--- src/ldre_pkg.sv ---
package ldre_pkg;

    localparam int INDEX_BITS  = 31;
    localparam int SYMBOL_BITS = 5;

    typedef logic [INDEX_BITS-1:0]  index_t;
    typedef logic [SYMBOL_BITS-1:0] symbol_t;

    // position of the highest set bit, zero for a zero word
    function automatic symbol_t floor_log2(input index_t v);
        symbol_t r;
        r = '0;
        for (int i = 1; i < INDEX_BITS; i++)
        begin
            if (v[i])
            begin
                r = SYMBOL_BITS'(i);
            end
        end
        return r;
    endfunction

endpackage

--- src/ldre_in_if.sv ---
interface ldre_in_if;

    logic                  valid;
    logic                  ready;
    ldre_pkg::index_t      index_value;
    logic                  is_last;

    modport source (output valid, output index_value, output is_last, input ready);
    modport sink (input valid, input index_value, input is_last, output ready);

endinterface

--- src/ldre_run_if.sv ---
interface ldre_run_if #(
    parameter int VALUE_BITS = 7,
    parameter int COUNT_BITS = 7
);

    logic                             valid;
    logic                             ready;
    logic [COUNT_BITS+VALUE_BITS-1:0] packed_word;
    ldre_pkg::symbol_t                run_symbol;
    logic [COUNT_BITS-1:0]            run_length;
    logic                             bad_delta;
    logic                             last_run;

    modport source (
        output valid, output packed_word, output run_symbol, output run_length,
        output bad_delta, output last_run, input ready
    );
    modport sink (
        input valid, input packed_word, input run_symbol, input run_length,
        input bad_delta, input last_run, output ready
    );

endinterface

--- src/ldre_run_fifo.sv ---
module ldre_run_fifo #(
    parameter int WIDTH = 14,
    parameter int DEPTH = 4
) (
    input  logic             clk,
    input  logic             rst_n,
    input  logic             push0,
    input  logic [WIDTH-1:0] push0_data,
    input  logic             push1,
    input  logic [WIDTH-1:0] push1_data,
    input  logic             pop,
    output logic [WIDTH-1:0] head_data,
    output logic             not_empty,
    output logic             room_for_two
);

    localparam int PTR_BITS = $clog2(DEPTH);

    logic [WIDTH-1:0]    mem [DEPTH];
    logic [PTR_BITS-1:0] wr_ptr_reg;
    logic [PTR_BITS-1:0] wr_ptr_next;
    logic [PTR_BITS-1:0] rd_ptr_reg;
    logic [PTR_BITS-1:0] rd_ptr_next;
    logic [PTR_BITS:0]   count_reg;
    logic [PTR_BITS:0]   count_next;
    logic [PTR_BITS:0]   push_n;
    logic [PTR_BITS-1:0] wr_ptr_plus1;

    assign head_data    = mem[rd_ptr_reg];
    assign not_empty    = (count_reg != '0);
    assign room_for_two = (count_reg <= (PTR_BITS+1)'(DEPTH - 2));
    assign wr_ptr_plus1 = wr_ptr_reg + 1'b1;

    always_comb
    begin
        push_n      = (PTR_BITS+1)'(push0) + (PTR_BITS+1)'(push1);
        wr_ptr_next = wr_ptr_reg + push_n[PTR_BITS-1:0];
        rd_ptr_next = rd_ptr_reg + PTR_BITS'(pop);
        count_next  = count_reg + push_n - (PTR_BITS+1)'(pop);
    end

    always_ff @(posedge clk)
    begin
        if (push0)
        begin
            mem[wr_ptr_reg] <= push0_data;
        end
        if (push1)
        begin
            mem[wr_ptr_plus1] <= push1_data;
        end
    end

    always_ff @(posedge clk or negedge rst_n)
    begin
        if (!rst_n)
        begin
            wr_ptr_reg <= '0;
            rd_ptr_reg <= '0;
            count_reg  <= '0;
        end
        else
        begin
            wr_ptr_reg <= wr_ptr_next;
            rd_ptr_reg <= rd_ptr_next;
            count_reg  <= count_next;
        end
    end

endmodule

--- src/log_delta_run_length_encoder.sv ---
// Log-delta run-length encoder. Each transfer on items carries one index of an
// increasing sequence; the first index of a sequence gets symbol 0 and every
// later one floor(log2(index - previous index)). Runs of equal symbols leave on
// runs as words (length << VALUE_BITS) + symbol, at most two words per index. A
// non-positive difference gives symbol 0 and sets bad_delta on its run. A run
// that reaches 2^COUNT_BITS - 1 leaves at once, and the index with is_last set
// closes the open run with last_run and starts a new sequence. The block takes
// one index per cycle: an input register feeds one subtract, priority encode
// and compare, and the words go into a four-entry output queue; input stalls
// only while that queue has fewer than two free entries, and a word passes the
// input register and then the output queue on its way out to runs.
module log_delta_run_length_encoder #(
    parameter int VALUE_BITS = 7,
    parameter int COUNT_BITS = 7
) (
    input logic        clk,
    input logic        rst_n,
    ldre_in_if.sink    items,
    ldre_run_if.source runs
);

    localparam int                    SB        = ldre_pkg::SYMBOL_BITS;
    localparam int                    REC_BITS  = SB + COUNT_BITS + 2;
    localparam logic [COUNT_BITS-1:0] MAX_COUNT = {COUNT_BITS{1'b1}};

    ldre_pkg::index_t      idx_reg;
    logic                  last_reg;
    logic                  stage_valid_reg;
    logic                  stage_valid_next;

    ldre_pkg::index_t      prev_reg;
    ldre_pkg::index_t      prev_next;
    ldre_pkg::symbol_t     sym_reg;
    ldre_pkg::symbol_t     sym_next;
    logic [COUNT_BITS-1:0] count_reg;
    logic [COUNT_BITS-1:0] count_next;
    logic                  bad_reg;
    logic                  bad_next;
    logic                  seen_reg;
    logic                  seen_next;

    logic                  accept;
    logic                  process;
    logic                  room_for_two;
    logic                  not_empty;
    ldre_pkg::index_t      diff;
    ldre_pkg::symbol_t     new_sym;
    logic                  new_bad;
    logic                  emit_change;
    logic                  emit_second;
    logic                  full;
    ldre_pkg::symbol_t     run_sym;
    logic [COUNT_BITS-1:0] run_count;
    logic                  run_bad;
    logic [REC_BITS-1:0]   rec_change;
    logic [REC_BITS-1:0]   rec_second;
    logic                  push0;
    logic                  push1;
    logic [REC_BITS-1:0]   push0_data;
    logic [REC_BITS-1:0]   head;

    assign process     = stage_valid_reg && room_for_two;
    assign items.ready = !stage_valid_reg || process;
    assign accept      = items.valid && items.ready;

    always_comb
    begin
        stage_valid_next = stage_valid_reg;
        if (accept)
        begin
            stage_valid_next = 1'b1;
        end
        else if (process)
        begin
            stage_valid_next = 1'b0;
        end
    end

    // symbol of the held index
    always_comb
    begin
        diff    = idx_reg - prev_reg;
        new_sym = '0;
        new_bad = 1'b0;
        if (seen_reg)
        begin
            if (idx_reg > prev_reg)
            begin
                new_sym = ldre_pkg::floor_log2(diff);
            end
            else
            begin
                new_bad = 1'b1;
            end
        end
    end

    // run update
    always_comb
    begin
        emit_change = (count_reg != '0) && (new_sym != sym_reg);
        if (count_reg == '0 || emit_change)
        begin
            run_sym   = new_sym;
            run_count = COUNT_BITS'(1);
            run_bad   = new_bad;
        end
        else
        begin
            run_sym   = sym_reg;
            run_count = count_reg + 1'b1;
            run_bad   = bad_reg | new_bad;
        end
        full        = (run_count == MAX_COUNT);
        emit_second = full || last_reg;

        rec_change = {sym_reg, count_reg, bad_reg, 1'b0};
        rec_second = {run_sym, run_count, run_bad, last_reg};

        push0      = process && (emit_change || emit_second);
        push1      = process && emit_change && emit_second;
        push0_data = emit_change ? rec_change : rec_second;

        prev_next  = prev_reg;
        sym_next   = sym_reg;
        count_next = count_reg;
        bad_next   = bad_reg;
        seen_next  = seen_reg;
        if (process)
        begin
            if (last_reg)
            begin
                prev_next  = '0;
                sym_next   = '0;
                count_next = '0;
                bad_next   = 1'b0;
                seen_next  = 1'b0;
            end
            else
            begin
                prev_next  = idx_reg;
                seen_next  = 1'b1;
                sym_next   = run_sym;
                count_next = full ? '0 : run_count;
                bad_next   = full ? 1'b0 : run_bad;
            end
        end
    end

    always_ff @(posedge clk)
    begin
        if (accept)
        begin
            idx_reg  <= items.index_value;
            last_reg <= items.is_last;
        end
    end

    always_ff @(posedge clk or negedge rst_n)
    begin
        if (!rst_n)
        begin
            stage_valid_reg <= 1'b0;
            prev_reg        <= '0;
            sym_reg         <= '0;
            count_reg       <= '0;
            bad_reg         <= 1'b0;
            seen_reg        <= 1'b0;
        end
        else
        begin
            stage_valid_reg <= stage_valid_next;
            prev_reg        <= prev_next;
            sym_reg         <= sym_next;
            count_reg       <= count_next;
            bad_reg         <= bad_next;
            seen_reg        <= seen_next;
        end
    end

    ldre_run_fifo #(
        .WIDTH (REC_BITS),
        .DEPTH (4)
    ) u_fifo (
        .clk          (clk),
        .rst_n        (rst_n),
        .push0        (push0),
        .push0_data   (push0_data),
        .push1        (push1),
        .push1_data   (rec_second),
        .pop          (runs.valid && runs.ready),
        .head_data    (head),
        .not_empty    (not_empty),
        .room_for_two (room_for_two)
    );

    assign runs.valid       = not_empty;
    assign runs.run_symbol  = head[REC_BITS-1 -: SB];
    assign runs.run_length  = head[COUNT_BITS+1 : 2];
    assign runs.bad_delta   = head[1];
    assign runs.last_run    = head[0];
    assign runs.packed_word = {head[COUNT_BITS+1 : 2],
                               (VALUE_BITS)'(head[REC_BITS-1 -: SB])};

endmodule

--- src/flat_wrapper.sv ---
// flat-port wrapper written by rule: the top's interface ports become plain ports
module log_delta_run_length_encoder_flat 
#(
    parameter int VALUE_BITS = 7,
    parameter int COUNT_BITS = 7
)
  (clk, rst_n, items_valid, items_index_value, items_is_last, items_ready, runs_valid, runs_packed_word, runs_run_symbol, runs_run_length, runs_bad_delta, runs_last_run, runs_ready);
  ldre_in_if items_i ();
  ldre_run_if #(.VALUE_BITS(VALUE_BITS), .COUNT_BITS(COUNT_BITS)) runs_i ();
  input logic clk;
  input logic rst_n;
  input wire logic [$bits(items_i.valid)-1:0] items_valid;
  input wire logic [$bits(items_i.index_value)-1:0] items_index_value;
  input wire logic [$bits(items_i.is_last)-1:0] items_is_last;
  output wire logic [$bits(items_i.ready)-1:0] items_ready;
  output wire logic [$bits(runs_i.valid)-1:0] runs_valid;
  output wire logic [$bits(runs_i.packed_word)-1:0] runs_packed_word;
  output wire logic [$bits(runs_i.run_symbol)-1:0] runs_run_symbol;
  output wire logic [$bits(runs_i.run_length)-1:0] runs_run_length;
  output wire logic [$bits(runs_i.bad_delta)-1:0] runs_bad_delta;
  output wire logic [$bits(runs_i.last_run)-1:0] runs_last_run;
  input wire logic [$bits(runs_i.ready)-1:0] runs_ready;
  assign items_i.valid = items_valid;
  assign items_i.index_value = items_index_value;
  assign items_i.is_last = items_is_last;
  assign items_ready = items_i.ready;
  assign runs_valid = runs_i.valid;
  assign runs_packed_word = runs_i.packed_word;
  assign runs_run_symbol = runs_i.run_symbol;
  assign runs_run_length = runs_i.run_length;
  assign runs_bad_delta = runs_i.bad_delta;
  assign runs_last_run = runs_i.last_run;
  assign runs_i.ready = runs_ready;
  log_delta_run_length_encoder #(.VALUE_BITS(VALUE_BITS), .COUNT_BITS(COUNT_BITS)) u_core (.clk(clk), .rst_n(rst_n), .items(items_i), .runs(runs_i));
endmodule
--- config.mk ---
export PLATFORM = sky130hd
export DESIGN_NAME = log_delta_run_length_encoder_flat
export DESIGN_NICKNAME = d
export VERILOG_FILES = /design/src/ldre_pkg.sv /design/src/ldre_in_if.sv /design/src/ldre_run_if.sv /design/src/ldre_run_fifo.sv /design/src/log_delta_run_length_encoder.sv /design/src/flat_wrapper.sv
export SDC_FILE = /design/constraint.sdc
export NUM_CORES = 1
export LEC_CHECK = 0
export BUFFER_PORTS_ARGS = -buffer_cell sky130_fd_sc_hd__buf_2
export CAP_MARGIN = 20
export CORE_ASPECT_RATIO = 1.5
export CORE_MARGIN = 5
export CORE_UTILIZATION = 56
export DETAILED_ROUTE_END_ITERATION = 10
export GPL_ROUTABILITY_DRIVEN = 0
export PLACE_DENSITY_LB_ADDON = 0.12
export SYNTH_ARGS = -nofsm -noshare
export SYNTH_HDL_FRONTEND = slang
export SYNTH_HIERARCHICAL = 1
export SYNTH_SLANG_ARGS = --single-unit
--- constraint.sdc ---
create_clock -name clk -period 5.1 [get_ports clk]
set_input_delay 1.02 -clock clk [delete_from_list [all_inputs] [get_ports clk]]
set_output_delay 1.02 -clock clk [all_outputs]
set_load 0.03 [all_outputs]
==> reports/results.txt, run 1 <==
Status: finished, violations left
Failing checks: negative setup slack
Die height: 174 um
Row count: 60
Setup crit start kind: flip-flop
Io pins: 66
Overflow after GRT: 0
Fillers: 1245
CTS clk-pin slew, worst paths: 60 ps
# diodes: 0
Worst r2r src: u_core/idx_reg[6]
Achievable Freq: 188 MHz
Worst Hold Class: flip-flop to flip-flop
Final antenna-violating net count: 0
Post-DP HPWL: 19500 um
Initial Util: 56.6%
#FFs+latches synth: 141
WS Path Type: flip-flop to flip-flop
Wire per inst: 19.9 um
Nets: 1304
PortBufs: 63
Vias: 9022
WHS: 516 ps
Gate Count Post-Synth: 1015
Synth async-reset ratio: 37.6%
Final worst path period share: 104%
Final wirelength: 29000 um
Mean Syn Cell Area: 9.92 um^2
Top-count cell post-synth: edfxtp_1
Clk root buf: clkbuf_16
Drt via density: 6.18
Slew headroom: 35.5%
Worst-margin pin slew: 967 ps
R2R cell count: 23
Sequential share of the synthesized area: 39.4%
Synth Area in Compound Gates: 19.1%
R2R setup slack: -210 ps
Initial antenna violation count: 0
Die area: 20800 um^2
Mux contribution to synthesized area: 10.2%
Post-Synth Adder-Cell Area: 5.00%
Final min period: 5310 ps
Num CTS Buffers: 17
Largest register FFs: 56
Endpoints failing hold: 0
Peak supply drop: 0.343 mV
CTS sink count: 141
Synth-to-Final Area Change: 32.7%
Main combinational cell family by area after synthesis: compound AO/OA/AOI/OAI gates
Hold Crit Start: u_core/u_fifo/count_reg[2]
Post-Synth XOR/XNOR Area: 2.44%
Crit Path Max Fanout: 5
Max_cap viols: 0
Synth unique cells: 96
CORE AREA: 17800 um^2
WP data arrival: 5620 ps
Max-slew violations: 0
Ys Warns: 6
P_leak: 5.52 nW
Setup TNS: -1270 ps
Final Util: 75.1%
Die X-Extent: 119 um
Most frequently used flop master after synthesis: edfxtp_1
Worst Path Required: 5410 ps
Worst hold path depth: 1
Area share of the largest cell type after synthesis: 26.3%
Pin count of the biggest net entering global routing: 69
Share of layout cells above drive strength 1: 37.0%
Hold_buf cts: 0
Reg2reg end: u_core/u_fifo/count_reg[2]
Synth top area cells: edfxtp_1, dfrtp_1, mux2_2
Vias in the first global route: 8915
Worst slack at placement: -474 ps
Setup violations, final: 16
Number of flops mapped to enable cells by yosys: 88
H-Tree Depth: 4
CP Capture Type: flip-flop
Clock skew: 9.49 ps
Leading cell types by count after synthesis: edfxtp_1, o21ai_0, nand2_1, mux2_2, nor2_1
Iteration-0 DRC Markers: 728
Worst setup margin: -212 ps
CTS tree: done
Clk buf depth: 2
Hold EP: u_core/u_fifo/count_reg[2]
DR pass1 iterations: 6
Post-route DRC violation count: 0
Synth area leader: edfxtp_1
RSZ-0062 raised after global routing: yes
Cell Pwr Density: 740 nW/um^2
First-pass GRT wire length: 43700 um
CP Launch Point: u_core/idx_reg[6]
Post-Synth Simple-Gate Area: 17.7%
GRT Util Overall: 26.1%
Clk_lat worst skew: 430 ps
Synthesized area: 10100 um^2
-- layer usage --
layer / GRT usage (%) / routed length, um / vias to the layer above
met5: 0 / 0 / -
met4: 13.8 / 1620 / 0
met3: 4.00 / 1040 / 99
met2: 49.2 / 15800 / 299
met1: 27.6 / 10500 / 4356
li1: - / - / 4268
-- what timing repair did --
| item | in CTS | in global routing |
|---|---|---|
| pin swaps | 21 | 15 |
| setup buffers | 15 | 13 |
| gates resized for setup | 46 | 91 |
| setup endpoints to repair | 74 | 116 |
| gates cloned | 1 | 5 |
-- power breakdown --
part           internal (W)  total, W  leakage [nW]  switching (W)
combinational       0.00304   0.00663          3.70        0.00359
sequential          0.00165   0.00190          1.51       0.000253
clock              0.000831   0.00135         0.313       0.000521
-- worst max-delay path by stage --
stage / endpoint / slack (ps)
5_1_grt: u_core/u_fifo/count_reg[2] / -410
4_1_cts: u_core/u_fifo/count_reg[2] / -250
3_5_place_dp: u_core/u_fifo/count_reg[2] / -470
6_report: u_core/u_fifo/count_reg[2] / -210
2_1_floorplan: u_core/u_fifo/count_reg[2] / -140
3_3_place_gp: u_core/u_fifo/count_reg[2] / -380
-- logic make-up after synthesis --
kind of cell    after synthesis
compound gates              275
xor+xnor                     28
fa+ha+maj                    39
buf+inv                     130
flops                       141
mux                          78
other cells                   1
simple gates                323
-- layout make-up --
class                           instances  area, um^2  area share (%)
Inverter                               53         199            1.49
Multi-Input combinational cell        745        6190            46.3
Clock buffer                           18         429            3.21
Tap cell                              217         272            2.03
Sequential cell                       141        3970            29.7
Clock inverter                         14         205            1.54
Timing Repair Buffer                  271        2090            15.7
-- worst max-delay path, stage by stage (launching register included) --
cell and delay [ps]:
edfxtp_1 440, ha_4 290, buf_4 150, a21oi_4 180, o21ai_4 100, or4_4 470, a21bo_1 250, or2_4 250
a2111oi_4 420, buf_4 180, nand4_1 110, a22oi_2 200, o311ai_4 140, a2111oi_2 210, and3b_2 280, nor2_4 50
and3_4 200, ha_4 260, xor2_1 160, ha_2 210, inv_2 40, fa_2 330, xor2_1 150, xnor2_1 120
-- per-stage QoR --
stage | cells | total power, W | area (um^2)
after global placement | 1396 | 0.00759 | 11800
after detailed placement | 1396 | 0.00770 | 11800
after floorplan | 1016 | 0.00575 | 10200
after CTS | 1443 | 0.00937 | 12800
after global routing | 1459 | 0.0105 | 13400
final | 1459 | 0.00989 | 13400
-- cell usage in the layout, fill, tap and decap left out, types with 13 or more instances in the layout --
cell type,instances
buf_4,187
edfxtp_1,88
buf_2,63
nand2_1,63
o21ai_0,62
mux2_4,54
nor2_1,53
dfrtp_1,53
inv_1,47
a21oi_1,36
nor3_1,34
nand3b_1,32
ha_1,24
clkbuf_16,22
nand3_1,19
xnor2_1,16
nand4_1,15
o21a_1,14
a21o_1,14
mux4_2,14
nand2b_1,13
No activity file was read; power rests on OpenSTA's default activity.
==> run 2, diff against run 1 <==
REMOVE_ABC_BUFFERS = 1   (was unset)
==> reports/results.txt, run 2 (synthesized netlist as in run 1, its figures left out) <==
Cell Pwr Density: 742 nW/um^2
Clk root buf: clkbuf_16
P_leak: 5.34 nW
Largest register FFs: 56
GRT Util Overall: 28.3%
Row count: 60
Worst Path Required: 5430 ps
Setup violations, final: 83
Initial Util: 56.6%
Cell area after layout: 13100 um^2
WP data arrival: 5680 ps
Iteration-0 DRC Markers: 580
Vias in the first global route: 9542
Initial antenna violation count: 0
Post-route DRC violation count: 0
Failing checks: negative setup slack
Nets: 1312
Status: finished, violations left
Max_cap viols: 0
CTS clk-pin slew, worst paths: 70 ps
CORE AREA: 17800 um^2
Endpoints failing hold: 0
RSZ-0062 raised after global routing: yes
Clock skew: 10.5 ps
Num CTS Buffers: 17
First-pass GRT wire length: 46800 um
CTS tree: done
Slew headroom: 31.4%
Worst setup margin: -256 ps
Max-slew violations: 0
Most frequent cells in the layout: buf_4, edfxtp_1, o21ai_0
Share of layout cells above drive strength 1: 36.7%
Achievable Freq: 187 MHz
Overflow after GRT: 0
Setup crit start kind: flip-flop
Die height: 174 um
Worst Hold Class: flip-flop to flip-flop
Clk buf depth: 2
Synth-to-Final Area Change: 30.3%
Final worst path period share: 105%
Post-DP HPWL: 20700 um
Placed instance area: 11800 um^2
Peak supply drop: 0.487 mV
Drt via density: 6.24
WS Path Type: flip-flop to flip-flop
CTS sink count: 141
Final antenna-violating net count: 0
Commonest non-fill, non-tap cell in the layout: buf_4
Final wirelength: 29600 um
Worst-margin pin slew: 1030 ps
Io pins: 66
# diodes: 0
Register area: 3970 um^2
PortBufs: 63
Crit Path Max Fanout: 5
Multi-input gate area in the final layout: 5920 um^2
Vias: 9161
Clk_lat worst skew: 440 ps
Final min period: 5360 ps
Die X-Extent: 119 um
H-Tree Depth: 4
Die area: 20800 um^2
DR pass1 iterations: 5
Pin count of the biggest net entering global routing: 54
Wire per inst: 20.2 um
CP Capture Type: flip-flop
Fillers: 1282
Final Util: 73.7%
-- run 2: area by class of cell --
cell class / instances / share of cell area (%)
clock inverters: 15 / 1.35
inverters: 53 / 1.52
repair buffers: 279 / 16.4
clock buffers: 17 / 3.24
well taps: 217 / 2.07
multi-input cells: 745 / 45.1
flip-flops and latches: 141 / 30.3
-- run 2: what timing repair did --
| item | in CTS | in global routing |
|---|---|---|
| pin swaps | 21 | 15 |
| gates cloned | 3 | 1 |
| hold buffers | 0 | 0 |
| gates resized for setup | 63 | 25 |
| setup endpoints to repair | 115 | 117 |
| endpoints found under the hold margin | 0 | 0 |
| buffers inserted | 11 | 6 |
-- run 2: final timing paths --
path | from | endpoint | depth (start not counted) | slack, ps
min in group asynchronous | rst_n | u_core/prev_reg[18] | 2 | 740
min | u_core/u_fifo/count_reg[2] | u_core/u_fifo/count_reg[2] | 1 | 500
max | u_core/idx_reg[6] | u_core/u_fifo/count_reg[2] | 26 | -260
min reg2reg | u_core/u_fifo/count_reg[2] | u_core/u_fifo/count_reg[2] | 1 | 500
max in group asynchronous | rst_n | u_core/sym_reg[0] | 2 | 3840
max reg2reg | u_core/idx_reg[6] | u_core/u_fifo/count_reg[2] | 26 | -260
-- run 2: stage by stage --
step                      hold WS [ps]  instances  power (W)  setup slack [ps]  TNS (ps)
after floorplan                    453        939    0.00540              -973    -52660
after global placement             488       1415    0.00768              -493    -17830
after detailed placement           496       1415    0.00777              -572    -21250
after CTS                          507       1460    0.00945              -257     -1720
after global routing               532       1467     0.0104              -464    -21950
final                              504       1467    0.00974              -256     -5640
-- run 2: critical path, stage by stage (launching register included) --
cell and delay (ps):
edfxtp_1 430, ha_4 320, buf_4 140, o21a_1 140, o2bb2ai_1 150, buf_4 190, a2111o_1 420, o211ai_1 180
buf_4 190, a21oi_1 60, o311ai_1 240, buf_4 170, nand3_2 80, buf_4 150, buf_4 130, o311ai_2 320
a2111oi_2 60, and3b_2 270, buf_4 160, a21oi_4 190, ha_4 240, xor2_1 140, ha_2 190, inv_2 40
fa_2 320, xor2_1 150, xnor2_1 120
-- run 2: layer usage --
layer | vias to the layer above | global-route usage, % | wire length (um)
met5 | - | 0 | 0
met3 | 124 | 4.43 | 1260
met1 | 4424 | 28.5 | 10500
met4 | 0 | 18.1 | 1720
met2 | 341 | 53.3 | 16100
li1 | 4272 | - | -
-- run 2: report_power, final --
| part | leakage, nW | internal [W] | switching, W |
|---|---|---|---|
| clock | 0.292 | 0.000700 | 0.000574 |
| sequential | 1.51 | 0.00165 | 0.000268 |
| combinational | 3.54 | 0.00297 | 0.00358 |
==> run 3, diff against run 2 <==
HOLD_SLACK_MARGIN = 0.03   (was unset)
PLACE_DENSITY_LB_ADDON = 0.25   (was 0.12)
RECOVER_POWER = 25   (was unset)
==> reports/results.txt, run 3 (synthesized netlist as in run 1, its figures left out) <==
Status: finished, violations left
Failing checks: max-capacitance violations, max-slew violations, negative setup slack
Largest register FFs: 56
Max_cap viols: 1
Worst Path Required: 5410 ps
Worst Hold Class: flip-flop to flip-flop
Total power: 0.00930 W
First-pass GRT wire length: 45200 um
Io pins: 66
Switching power: 0.00423 W
CTS sink count: 141
Row count: 60
Slew headroom: -118%
Die height: 174 um
Initial Util: 56.6%
Clk root buf: clkbuf_16
CORE AREA: 17800 um^2
Peak supply drop: 0.459 mV
Placed cells: 1398
PortBufs: 63
Achievable Freq: 187 MHz
Worst setup margin: -235 ps
Die X-Extent: 119 um
WHS: 503 ps
Switching Fraction: 45.5%
Finished Layout Cells: 1440
Num CTS Buffers: 17
Final wirelength: 27400 um
Top Metal Used: met4
WP data arrival: 5640 ps
WS Path Type: flip-flop to flip-flop
Multi-input gate area in the final layout: 5790 um^2
Synth-to-Final Area Change: 25.0%
Commonest non-fill, non-tap cell in the layout: buf_4
Share of layout cells above drive strength 1: 35.1%
Clock power share: 13.3%
Int Power: 0.00507 W
Drt via density: 6.25
Post-route DRC violation count: 0
Fillers: 1309
Worst-margin pin slew: 3260 ps
Overflow after GRT: 0
Cell Pwr Density: 739 nW/um^2
Initial antenna violation count: 0
CTS clk-pin slew, worst paths: 60 ps
Wire per inst: 19.0 um
Vias in the first global route: 9334
Nets: 1285
Iteration-0 DRC Markers: 711
DR pass1 iterations: 5
Crit Path Max Fanout: 4
Clk buf depth: 2
Clock skew: 15.4 ps
RSZ-0062 raised after global routing: yes
Final worst path period share: 105%
Routed wl met3: 1060 um
Final antenna-violating net count: 0
Setup crit start kind: flip-flop
Final Util: 70.7%
Routed met1 length: 10600 um
Pin count of the biggest net entering global routing: 54
CP Capture Type: flip-flop
H-Tree Depth: 4
P_leak: 5.12 nW
CTS tree: done
Wire length on met2: 14500 um
Setup violations, final: 16
# diodes: 0
Most frequent cells in the layout: buf_4, edfxtp_1, o21ai_0
GRT Util Overall: 26.7%
Flop pwr share: 20.1%
Die area: 20800 um^2
Logic pwr share: 66.6%
Post-DP HPWL: 19700 um
Vias: 9002
Final min period: 5340 ps
Register area: 3970 um^2
Hold_buf cts: 0
Max-slew violations: 54
Clk_lat worst skew: 440 ps
Endpoints failing hold: 0
[run 3: cell types whose count changed in the layout (fill, tap and decap cells not counted), sizes merged]
cell / previous run / this run
clkinv: 6 / 4
clkbuf: 18 / 20
buf: 278 / 250
inv: 60 / 61
[run 3: final timing paths]
| check | slack [ps] | from | cells past startpoint | end |
|---|---|---|---|---|
| worst max-delay path | -240 | u_core/idx_reg[0] | 27 | u_core/u_fifo/count_reg[2] |
| worst min-delay path | 500 | u_core/u_fifo/count_reg[2] | 1 | u_core/u_fifo/count_reg[2] |
| worst max register to register | -240 | u_core/idx_reg[0] | 27 | u_core/u_fifo/count_reg[2] |
| worst min register to register | 500 | u_core/u_fifo/count_reg[2] | 1 | u_core/u_fifo/count_reg[2] |
| max in group asynchronous | 1490 | rst_n | 2 | u_core/sym_reg[2] |
| min in group asynchronous | 1780 | rst_n | 2 | u_core/prev_reg[15] |
[run 3: cell type report]
| cell class | count | area share (%) |
|---|---|---|
| clock buffer | 18 | 3.41 |
| clock inverter | 14 | 1.22 |
| inverter | 53 | 1.58 |
| multi-input combinational | 745 | 46.0 |
| sequential | 141 | 31.5 |
| tap | 217 | 2.16 |
| timing repair buffer | 252 | 14.1 |
[run 3: through the flow]
step	TNS (ps)	instance area [um^2]	setup WS, ps
after floorplan	-52660	9660	-973
after global placement	-1520	11600	-343
after detailed placement	-10280	11600	-501
after CTS	-205	12400	-137
after global routing	-16110	12600	-565
final	-815	12600	-235
[run 3: per-layer routing]
layer,GRT usage [%],vias up
met2,49.6,293
met4,13.7,0
met1,29.3,4378
met5,0,-
met3,3.78,94
li1,-,4237
[run 3: power groups by stage]
stage	registers [W]	logic (W)	clock network (W)
floorplan	0.00184	0.00356	0
global placement	0.00191	0.00556	0
detailed placement	0.00192	0.00565	0
CTS	0.00190	0.00591	0.00126
global route	0.00191	0.00672	0.00132
finish	0.00187	0.00619	0.00124
[run 3: what timing repair did]
action | in CTS | in global routing
setup endpoints to repair | 109 | 116
gates resized for setup | 44 | 22
pin swaps | 14 | 16
buffers inserted | 5 | 5
endpoints found under the hold margin | 0 | 0
gates cloned | 0 | 0
[run 3: critical path, stage by stage, from the launching register on]
cell and delay (ps):
edfxtp_1 380, inv_2 90, ha_4 130, inv_2 30, fa_2 340, a211o_1 310, a21oi_2 210, buf_4 170
a2111o_1 150, o211ai_1 150, buf_4 190, a21oi_1 170, buf_4 160, xnor2_1 90, and2_1 170, a211oi_2 210
nand4b_1 110, a2111oi_0 330, and3b_2 300, nor2_4 60, and3_4 180, ha_4 280, xor2_2 150, ha_2 190
inv_2 40, fa_2 330, xor2_1 160, xnor2_1 130
